--- config.mk ---
export PLATFORM = sky130hd
export DESIGN_NAME = dlts_cell
export DESIGN_NICKNAME = d
export VERILOG_FILES = /design/src/dlts_pkg.sv /design/src/dlts_cell.sv
export SDC_FILE = /design/constraint.sdc
export NUM_CORES = 1
export LEC_CHECK = 0
export ABC_CLOCK_PERIOD_IN_PS = 2500
export BUFFER_PORTS_ARGS = -buffer_cell sky130_fd_sc_hd__buf_2
export CAP_MARGIN = 25
export CORE_AREA = 2 2 163 165
export CTS_BUF_LIST = sky130_fd_sc_hd__clkbuf_16
export DETAILED_ROUTE_END_ITERATION = 12
export DIE_AREA = 0 0 165 167
export GPL_TIMING_DRIVEN = 0
export MAX_ROUTING_LAYER = met4
export PLACE_DENSITY_LB_ADDON = 0.15
export REMOVE_ABC_BUFFERS = 1
export SYNTH_ARGS = -nofsm -noshare
export SYNTH_HDL_FRONTEND = slang
export SYNTH_SLANG_ARGS = --single-unit
--- constraint.sdc ---
create_clock -name clk -period 2.5 [get_ports clk]
set_input_delay 0.125 -clock clk [delete_from_list [all_inputs] [get_ports clk]]
set_output_delay 0.125 -clock clk [all_outputs]
set_load 0.005 [all_outputs]
--- src/dlts_pkg.sv ---
// dlts_pkg: shared types, codes and sizes for the delta-list task scheduler
// no dependencies; imported by every module of the block
`default_nettype none
package dlts_pkg;

  localparam int TASK_SLOTS = 16;
  localparam int IDX_W = $clog2(TASK_SLOTS);

  typedef logic [IDX_W-1:0] idx_t;
  localparam idx_t LAST_IDX = idx_t'(TASK_SLOTS - 1);

  localparam logic [1:0] MODE_TICK = 2'd0;
  localparam logic [1:0] MODE_ADD  = 2'd1;
  localparam logic [1:0] MODE_DEL  = 2'd2;
  localparam logic [1:0] MODE_DISP = 2'd3;

  localparam logic [1:0] ST_DONE    = 2'd0;
  localparam logic [1:0] ST_DROPPED = 2'd1;
  localparam logic [1:0] ST_REJECT  = 2'd2;
  localparam logic [1:0] ST_IDLE    = 2'd3;

  typedef struct packed {
    logic [1:0]  mode;
    logic [7:0]  handle;
    logic [31:0] first_delay;
    logic [31:0] repeat_period;
    logic [31:0] task_id;
  } cmd_word_t;

  typedef struct packed {
    logic [1:0]  status;
    logic [31:0] assigned_id;
    logic        fired;
    logic [7:0]  fired_handle;
    logic [31:0] fired_id;
  } rsp_word_t;

  typedef struct packed {
    logic [7:0]  handle;
    logic [31:0] delay;
    logic [31:0] period;
    logic        ready;
    logic [31:0] ident;
  } entry_t;

  typedef enum logic [2:0] {
    SEL_HOLD  = 3'd0,
    SEL_PREV  = 3'd1,
    SEL_NEXT  = 3'd2,
    SEL_EXT   = 3'd3,
    SEL_CLEAR = 3'd4
  } sel_t;

  typedef struct packed {
    sel_t   sel;
    entry_t ext;
  } cell_ctl_t;

endpackage
`default_nettype wire

--- src/dlts_cell.sv ---
// dlts_cell: one table slot; holds, takes a neighbor, loads or clears
// depends on dlts_pkg
`default_nettype none
module dlts_cell (
  input  wire logic               clk,
  input  wire logic               rst,
  input  wire dlts_pkg::cell_ctl_t ctl,
  input  wire dlts_pkg::entry_t   prev_entry,
  input  wire dlts_pkg::entry_t   after_entry,
  output dlts_pkg::entry_t        entry
);
  import dlts_pkg::*;

  always_ff @(posedge clk) begin
    if (rst) begin
      entry <= '0;
    end else begin
      case (ctl.sel)
        SEL_HOLD:  entry <= entry;
        SEL_PREV:  entry <= prev_entry;
        SEL_NEXT:  entry <= after_entry;
        SEL_EXT:   entry <= ctl.ext;
        SEL_CLEAR: entry <= '0;
        default:   entry <= entry;
      endcase
    end
  end

endmodule
`default_nettype wire

==> results of run 1 <==
==> worst max-delay path, stage by stage <==
cell       delay [ns]
buf_4            0.48
buf_16           0.31
nor2b_4          0.83
buf_12           0.29
buf_16           0.19
a2111oi_2        0.08
==> cell usage in the layout, fill, tap and decap left out, drive strengths merged <==
cell type / instances
a2111oi: 54
a21oi: 1
a221oi: 34
and2b: 1
buf: 434
clkbuf: 9
clkinv: 3
dfxtp: 105
diode: 2
inv: 4
mux2: 17
mux2i: 105
nand2: 34
nand2b: 1
nor2b: 1
o21ai: 55
o21bai: 1
o2bb2ai: 51
o31ai: 54
or2: 1
or3: 55
or3b: 2
==> worst paths after layout <==
path                            slack [ns]            from        end  cells after the start
worst max-delay path                  0.34        ctl[105]  entry[19]                      6
worst min-delay path                  0.04  prev_entry[94]  entry[94]                      3
worst max register to register        1.47       entry[53]  entry[53]                      3
worst min register to register        0.46       entry[94]  entry[94]                      1
==> kinds of logic after synthesis <==
| logic type | count (synthesis) |
|---|---|
| AOI/OAI and AO/OA | 250 |
| buffers and inverters | 88 |
| DFF | 105 |
| muxes | 122 |
| and+or+nand+nor | 94 |
==> report_power, final <==
group          switching, mW  internal [mW]  leakage, nW  total (mW)
logic                  0.620          0.588         3.18        1.21
registers             0.0676           1.80        0.867        1.87
clock network          0.703          0.679        0.132        1.38
==> per-stage QoR <==
step / total power [mW] / instances / hold slack [ns] / instance area (sq um)
after floorplan: 2.439 / 572 / 0.1912 / 6223
after global placement: 3.110 / 1331 / 0.4070 / 8765
after detailed placement: 3.128 / 1341 / 0.4137 / 9052
after CTS: 4.547 / 1356 / 0.02435 / 9320
after global routing: 4.725 / 1359 / 0.05471 / 9334
final: 4.456 / 1359 / 0.04255 / 9334
==> metal layers <==
layer	wire length [um]	vias up	share of wire [%]
li1	-	3349	-
met1	10980	3167	42
met2	12760	285	49
met3	1942	16	7.5
met4	254	0	0.98
met5	0	-	0
==> cell type report <==
cell class | count | area, sq um
fillers | 2703 | 16430
multi-input cells | 467 | 4151
repair buffers | 434 | 2382
flip-flops and latches | 105 | 2102
well taps | 335 | 419.2
clock buffers | 9 | 225.2
clock inverters | 6 | 42.54
inverters | 1 | 6.256
diodes | 2 | 5.005
==> synth_stat cells (all sizes together) <==
cell / instances
inv: 1
a21oi: 1
clkbuf: 40
and2b: 1
o31ai: 54
nand2: 34
or2: 1
a2111oi: 54
nor2b: 1
o21bai: 1
buf: 47
a221oi: 34
dfxtp: 105
or3b: 1
mux2: 17
mux2i: 105
nand2b: 1
or3: 55
o21ai: 55
o2bb2ai: 51
==> reports/metrics.cfg, run 1 <==
[clock_tree]
cts_resized = 0
cts_buffer_depth = 2
root_buffer = clkbuf_16
cts_hold_buf = 0
post_cts_buffers = 0
clkLatencyLatePin_ns = 0.35
h-tree-depth = 3
clkTransAtPathRegs_ns = 0.08
cts_buffers = 9
cts_sinks = 105
cts_tree = built

[floorplanning]
io-pin-count = 425
die-area_sq_um = 27560
core_region_area_sq_um = 25760
rows = 59
fp.dieH_um = 167
die_width_um = 165
floorplan.initialDensity_pct = 26.29

[global_route]
grt_max_degree = 99
grt_pass1_wl_um = 38140
antenna_found_initial = 3
overflow = 0
grt_util_all_layers_pct = 18.30
use_met2_pct = 31.23
grt_use_met1_pct = 22.02
busiest_layer = met2
met3_usage_pct = 4.309
grt_pass1_vias = 6699

[synthesis]
synth_fa_ha_area_share_pct = 0
yosys.area_share.simple_pct = 7.556
synth_xor_area_share_pct = 0
synth_top_family_by_area = compound AO/OA/AOI/OAI gates
syn_inst = 659
ys_seq_elements = 105
yosys.area.top_type_share_pct = 31.04
yosysWarnings = 0
seq_area_frac_synth_pct = 31.04
synth_compound_area_share_pct = 34.90
netlist_area_sq_um = 6773
postSynthAreaPerCell_sq_um = 10.28
synth_area_leaders = dfxtp_1, mux2i_1, a2111oi_2, o2bb2ai_1, o31ai_1
synthMuxAreaShare_pct = 18.34
synthDistinctLibCells = 26
yosys.area.top_type = dfxtp_1

[routing]
vias = 6817
viasPerCell = 5.016
firstDrtPassIters = 4
wl_um = 25940
drc = 0
avgRoutedWirePerCell_um = 19.08
antenna_left = 0
drt_iter0_drc = 321

[cells_and_area]
top_regs = entry: 105 flops
top_register = entry
postLayoutCoreUtil_pct = 36.23
area_delta_synth_final_pct = 37.82
nets = 1338
largest_reg_flops = 105
final_layout_size_suffix_gt1_share_pct = 53.03

[timing]
hold_viol = 0
setup_slack_ns = 0.3422
slew_headroom_pct = 33.97
finalSetupTns_ns = 0
rsz0062_at_grt = no
worst_pin_slew_ns = 0.9905
finalSetupViolCount = 0
timing.final.crit_share_pct = 86.31
max_clock_freq_mhz = 463.4
fin_crit_ns = 2.158
drv_slew = 0
clock_skew_ns = 0

[flow_run]
maxCapViolations = 0

[setup_path]
setup.worst_path.end_class = flip-flop
crit_fanout = 63
path_class = in -> reg
cp.required_ns = 2.72
cp-start-kind = input port
critPathArrivalTime_ns = 2.38

[worst_hold_path]
min_path_type = in -> reg

[pwr]
vdd_drop_max_uv = 294.8
powerDensity_nw_per_um2 = 477.4
p_leak_nw = 4.175

[run_status]
status = finished, final reports clean

[placement]
dp_worst_setup_slack_ns = -0.2414
globalplace.congestion = 0.7401
io_buffers = 424
dp_hpwl_um = 18110

No activity file was read; power rests on OpenSTA's default activity.
==> inputs of run 2 (changes only) <==
--- a/config.mk
+++ b/config.mk
@@ -15,6 +15,7 @@
 export GPL_TIMING_DRIVEN = 0
 export MAX_ROUTING_LAYER = met4
 export PLACE_DENSITY_LB_ADDON = 0.15
+export RECOVER_POWER = 50
 export REMOVE_ABC_BUFFERS = 1
 export SYNTH_ARGS = -nofsm -noshare
 export SYNTH_HDL_FRONTEND = slang
==> reports/metrics.cfg, run 2 (synthesis gave the netlist of run 1 again) <==
[floorplanning]
floorplan.initialDensity_pct = 26.29  ; unchanged
core_region_area_sq_um = 25760  ; unchanged
io-pin-count = 425  ; unchanged
die-area_sq_um = 27560  ; unchanged
rows = 59  ; unchanged
fp.dieH_um = 167  ; unchanged
die_width_um = 165  ; unchanged

[cells_and_area]
final_layout_size_suffix_gt1_share_pct = 44.42  ; -8.6 points
layout_common_cells = buf_2, mux2i_1, dfxtp_1
top_regs = entry: 105 flops
area_delta_synth_final_pct = 36.19
largest_reg_flops = 105  ; unchanged
nets = 1338  ; unchanged
final_common_cell = buf_2
top_register = entry
fin_cells = 1359  ; unchanged

[clock_tree]
clkTransAtPathRegs_ns = 0.08  ; about the same
post_cts_buffers = 0  ; unchanged
h-tree-depth = 3  ; unchanged
cts_buffer_depth = 2  ; unchanged
cts_tree = built
cts_hold_buf = 0  ; unchanged
cts_buffers = 9  ; unchanged
clkLatencyLatePin_ns = 0.35  ; about the same
root_buffer = clkbuf_16
cts_resized = 0  ; unchanged
cts_sinks = 105  ; unchanged

[setup_path]
cp-endpoint = entry[19]
r2r_end = entry[53]
crit_path_start = ctl[105]
critPathArrivalTime_ns = 2.38  ; about the same
cp.required_ns = 2.72  ; about the same
reg2reg_depth = 3  ; unchanged
crit_fanout = 63  ; unchanged
rrSetupSlack_ns = 1.47  ; about the same
rr_startpoint = entry[53]
cp-start-kind = input port
path_class = in -> reg
setup.worst_path.end_class = flip-flop

[pwr]
p_leak_nw = 3.836  ; -8.1%
powerDensity_nw_per_um2 = 480.4  ; +0.64%
vdd_drop_max_uv = 290.2  ; -1.6%

[timing]
clock_skew_ns = 0  ; unchanged
hold_viol = 0  ; unchanged
finalSetupTns_ns = 0  ; unchanged
slew_headroom_pct = 34.29  ; +0.32 points
max_clock_freq_mhz = 463.6  ; about the same
worst_pin_slew_ns = 0.9856  ; -0.004859 ns
drv_slew = 0  ; unchanged
rsz0062_at_grt = no
timing.final.crit_share_pct = 86.29  ; about the same
fin_crit_ns = 2.157  ; -0.0006790 ns
finalSetupViolCount = 0  ; unchanged

[placement]
globalplace.congestion = 0.7401  ; unchanged
io_buffers = 424  ; unchanged
dp_hpwl_um = 18110  ; unchanged
numPlacedInstances = 1341  ; unchanged

[routing]
antenna_left = 0  ; unchanged
drt_iter0_drc = 316  ; -1.6%
drc = 0  ; unchanged
vias = 6847  ; +0.44%
firstDrtPassIters = 6  ; +2
wl_um = 25910  ; about the same
avgRoutedWirePerCell_um = 19.07  ; about the same
viasPerCell = 5.038  ; +0.44%

[global_route]
grt_pass1_vias = 6699  ; unchanged
antenna_found_initial = 3  ; unchanged
grt_pass1_wl_um = 38140  ; unchanged
grt_util_all_layers_pct = 18.30  ; unchanged
grt_max_degree = 99  ; unchanged
overflow = 0  ; unchanged

[flow_run]
maxCapViolations = 0  ; unchanged

[worst_hold_path]
min_path_type = in -> reg

[run_status]
status = finished, final reports clean

## run 2: changes by cell type in the layout (fill, tap and decap cells not counted)
| cell | previous run | this run |
|---|---|---|
| buf_1 | 0 | 1 |
| buf_2 | 421 | 333 |
| clkbuf_1 | 0 | 87 |
## run 2: layout make-up
type	instances	area, sq um
tap	335	419.2
fill	2743	16540
antenna	2	5.005
multi-input combinational	467	4151
clock inverter	6	42.54
sequential	105	2102
clock buffer	9	225.2
inverter	1	6.256
timing repair buffer	434	2272
## run 2: power by group
group          internal, mW  leakage [nW]  switching, mW
clock                 0.679         0.132          0.701
combinational         0.561          2.84          0.620
sequential             1.80         0.867         0.0706
total                  3.04          3.84           1.39
## run 2: metrics by stage
| stage | hold slack, ns | instance area, sq um | worst slack [ns] | power (mW) | utilization, % |
|---|---|---|---|---|---|
| floorplan | 0.1912 | 6223 | -1.716 | 2.439 | - |
| global placement | 0.4070 | 8765 | -5.882 | 3.110 | 34.02 |
| detailed placement | 0.4137 | 9052 | -0.2414 | 3.128 | 35.14 |
| CTS | 0.02435 | 9320 | 0.1595 | 4.547 | 36.18 |
| global route | 0.05471 | 9224 | 0.1319 | 4.702 | 35.80 |
| finish | 0.04170 | 9224 | 0.3429 | 4.432 | 35.80 |
## run 2: worst min path at each step
| stage | startpoint | to | slack [ns] | cells past startpoint |
|---|---|---|---|---|
| after detailed placement | prev_entry[102] | entry[102] | 0.41 | 3 |
| after global placement | prev_entry[102] | entry[102] | 0.41 | 3 |
| after global routing | prev_entry[36] | entry[36] | 0.05 | 3 |
| final | prev_entry[94] | entry[94] | 0.04 | 3 |
| after CTS | prev_entry[94] | entry[94] | 0.02 | 3 |
| after floorplan | rst | entry[45] | 0.19 | 1 |
## run 2: routing by layer
layer	vias to the layer above	wire [um]	track usage [%]
met5	-	0	-
met4	0	254	3.327
met3	16	1954	4.309
met2	286	12750	31.23
met1	3190	10950	22.02
li1	3355	-	-
## run 2: critical path, cell delays in order
cell and delay, ns:
buf_4 0.47, buf_16 0.31, nor2b_4 0.83, buf_12 0.29, buf_16 0.19, a2111oi_2 0.08
==> inputs of run 3 (changes only) <==
--- a/config.mk
+++ b/config.mk
@@ -5,7 +5,7 @@
 export SDC_FILE = /design/constraint.sdc
 export NUM_CORES = 1
 export LEC_CHECK = 0
-export ABC_CLOCK_PERIOD_IN_PS = 2500
+export ABC_CLOCK_PERIOD_IN_PS = 2550
 export BUFFER_PORTS_ARGS = -buffer_cell sky130_fd_sc_hd__buf_2
 export CAP_MARGIN = 25
 export CORE_AREA = 2 2 163 165
==> constraint.sdc (replaced) <==
create_clock -name clk -period 2.55 [get_ports clk]
set_input_delay 0.1275 -clock clk [delete_from_list [all_inputs] [get_ports clk]]
set_output_delay 0.1275 -clock clk [all_outputs]
set_load 0.005 [all_outputs]
==> reports/metrics.cfg, run 3 (synthesis gave the netlist of run 1 again) <==
[cells_and_area]
layout_common_cells = buf_2, mux2i_1, dfxtp_1
largest_reg_flops = 105  ; unchanged
final_common_cell = buf_2
filler_cell_count = 2743  ; unchanged
top_regs = entry: 105 flops
area_delta_synth_final_pct = 36.06  ; about the same
final_layout_size_suffix_gt1_share_pct = 44.37  ; -0.054 points
nets = 1337  ; -0.075%
top_register = entry
postLayoutCoreUtil_pct = 35.77  ; about the same

[timing]
slew_headroom_pct = 34.02  ; -0.27 points
hold_viol = 0  ; unchanged
drv_slew = 0  ; unchanged
clock_skew_ns = 0  ; unchanged
rsz0062_at_grt = no
finalSetupViolCount = 0  ; unchanged
fin_crit_ns = 2.294
timing.final.crit_share_pct = 89.94
worst_pin_slew_ns = 0.9897  ; +0.004004 ns
max_clock_freq_mhz = 436.0
setup_slack_ns = 0.2565  ; -0.08638 ns

[clock_tree]
cts_buffer_depth = 2  ; unchanged
cts_hold_buf = 0  ; unchanged
cts_sinks = 105  ; unchanged
root_buffer = clkbuf_16
h-tree-depth = 3  ; unchanged
cts_tree = built
post_cts_buffers = 0  ; unchanged
cts_resized = 0  ; unchanged
clkTransAtPathRegs_ns = 0.08  ; about the same
clkLatencyLatePin_ns = 0.35  ; about the same
cts_buffers = 9  ; unchanged

[placement]
dp_hpwl_um = 18110  ; unchanged
globalplace.congestion = 0.7401  ; unchanged
io_buffers = 424  ; unchanged
dp_worst_setup_slack_ns = -0.1939  ; +0.04750 ns

[pwr]
powerDensity_nw_per_um2 = 471.2  ; -1.9%
p_leak_nw = 3.834  ; about the same
vdd_drop_max_uv = 287.1  ; -1.1%
power.total_mw = 4.342  ; -2.0%

[setup_path]
critPathArrivalTime_ns = 2.53  ; +0.15 ns
cp.required_ns = 2.79  ; +0.07 ns
worstPathCellList = buf_6 > buf_16 > or3b_4 > buf_16 > o31ai_1 > a2111oi_2
path_delay_family = buffers and inverters
setup.worst_path.end_class = flip-flop
crit_top_cell = buf_16
crit_slowest_cell = or3b_4
rrSetupSlack_ns = 1.52  ; +0.05 ns
reg2reg_depth = 3  ; unchanged
path_class = in -> reg
cp-start-kind = input port
cp_slowest_stage_delay_ns = 0.62  ; -0.21 ns
crit_fanout = 98  ; +56%
crit_buf_inv = 3  ; -1
rr_startpoint = entry[53]
r2r_end = entry[53]

[flow_run]
maxCapViolations = 0  ; unchanged

[worst_hold_path]
whs_path_depth = 3  ; unchanged
min_from = prev_entry[94]
min_path_type = in -> reg
min_to = entry[94]

[floorplanning]
core_region_area_sq_um = 25760  ; unchanged
rows = 59  ; unchanged
fp.dieH_um = 167  ; unchanged
die_width_um = 165  ; unchanged
die-area_sq_um = 27560  ; unchanged
io-pin-count = 425  ; unchanged
floorplan.initialDensity_pct = 26.29  ; unchanged

[routing]
firstDrtPassIters = 6  ; unchanged
antenna_left = 0  ; unchanged
drt_iter0_drc = 309  ; -2.2%
drc = 0  ; unchanged
wl_um = 25600  ; -1.2%
viasPerCell = 5.019  ; -0.38%
vias = 6816  ; -0.45%
avgRoutedWirePerCell_um = 18.85  ; -1.1%

[global_route]
grt_max_degree = 99  ; unchanged
grt_pass1_wl_um = 38140  ; unchanged
overflow = 0  ; unchanged
grt_pass1_vias = 6699  ; unchanged
grt_util_all_layers_pct = 18.30  ; unchanged
antenna_found_initial = 3  ; unchanged

[run_status]
status = finished, final reports clean

==> run 3: changes by cell type in the layout (fill, tap and decap cells not counted), sizes merged <==
| cell | delta |
|---|---|
| or3b | -1 |
==> run 3: worst reg2reg max path, stage by stage, from the launching register on <==
cell and delay, ns:
dfxtp_1 0.33, or3_1 0.35, o21ai_0 0.11, a2111oi_2 0.08
==> run 3: per-stage QoR <==
step	instance area (sq um)	std cells	TNS [ns]	hold slack (ns)
after floorplan	6223	572	-90.11	0.1937
after global placement	8765	1331	-523.18	0.4095
after detailed placement	9052	1341	-6.167	0.4162
after CTS	9320	1356	0	0.02685
after global routing	9215	1358	0	0.05721
final	9215	1358	0	0.04370
==> run 3: power by group <==
group | leakage, nW | internal [mW] | total [mW] | switching (mW)
registers | 0.867 | 1.76 | 1.83 | 0.0696
clock network | 0.132 | 0.666 | 1.35 | 0.688
logic | 2.83 | 0.549 | 1.15 | 0.605
total | 3.83 | 2.98 | 4.34 | 1.36
==> run 3: cell type report <==
class / instances / area (sq um) / share of cell area [%]
Clock inverter: 6 / 42.54 / 0.4616
Tap cell: 335 / 419.2 / 4.549
Clock buffer: 9 / 225.2 / 2.444
Antenna cell: 2 / 5.005 / 0.05431
Multi-Input combinational cell: 466 / 4143 / 44.96
Timing Repair Buffer: 434 / 2272 / 24.66
Sequential cell: 105 / 2102 / 22.81
Inverter: 1 / 6.256 / 0.06789
==> run 3: per-layer routing <==
metal | routed length (um) | vias up | track usage (%) | part of all wire (%)
met5 | 0 | - | - | 0
met1 | 10950 | 3166 | 22.02 | 43
li1 | - | 3354 | - | -
met2 | 12510 | 280 | 31.23 | 49
met3 | 1891 | 16 | 4.309 | 7.4
met4 | 253 | 0 | 3.327 | 0.99
==> run 3: worst max path at each step <==
stage,start,end,slack [ns],cells past startpoint
final,ctl[106],entry[53],0.26,6
after global routing,ctl[106],entry[13],0.02,6
after floorplan,ctl[107],entry[0],-1.67,2
after global placement,ctl[106],entry[13],-5.83,4
after CTS,ctl[106],entry[13],0.21,6
after detailed placement,ctl[106],entry[13],-0.19,6
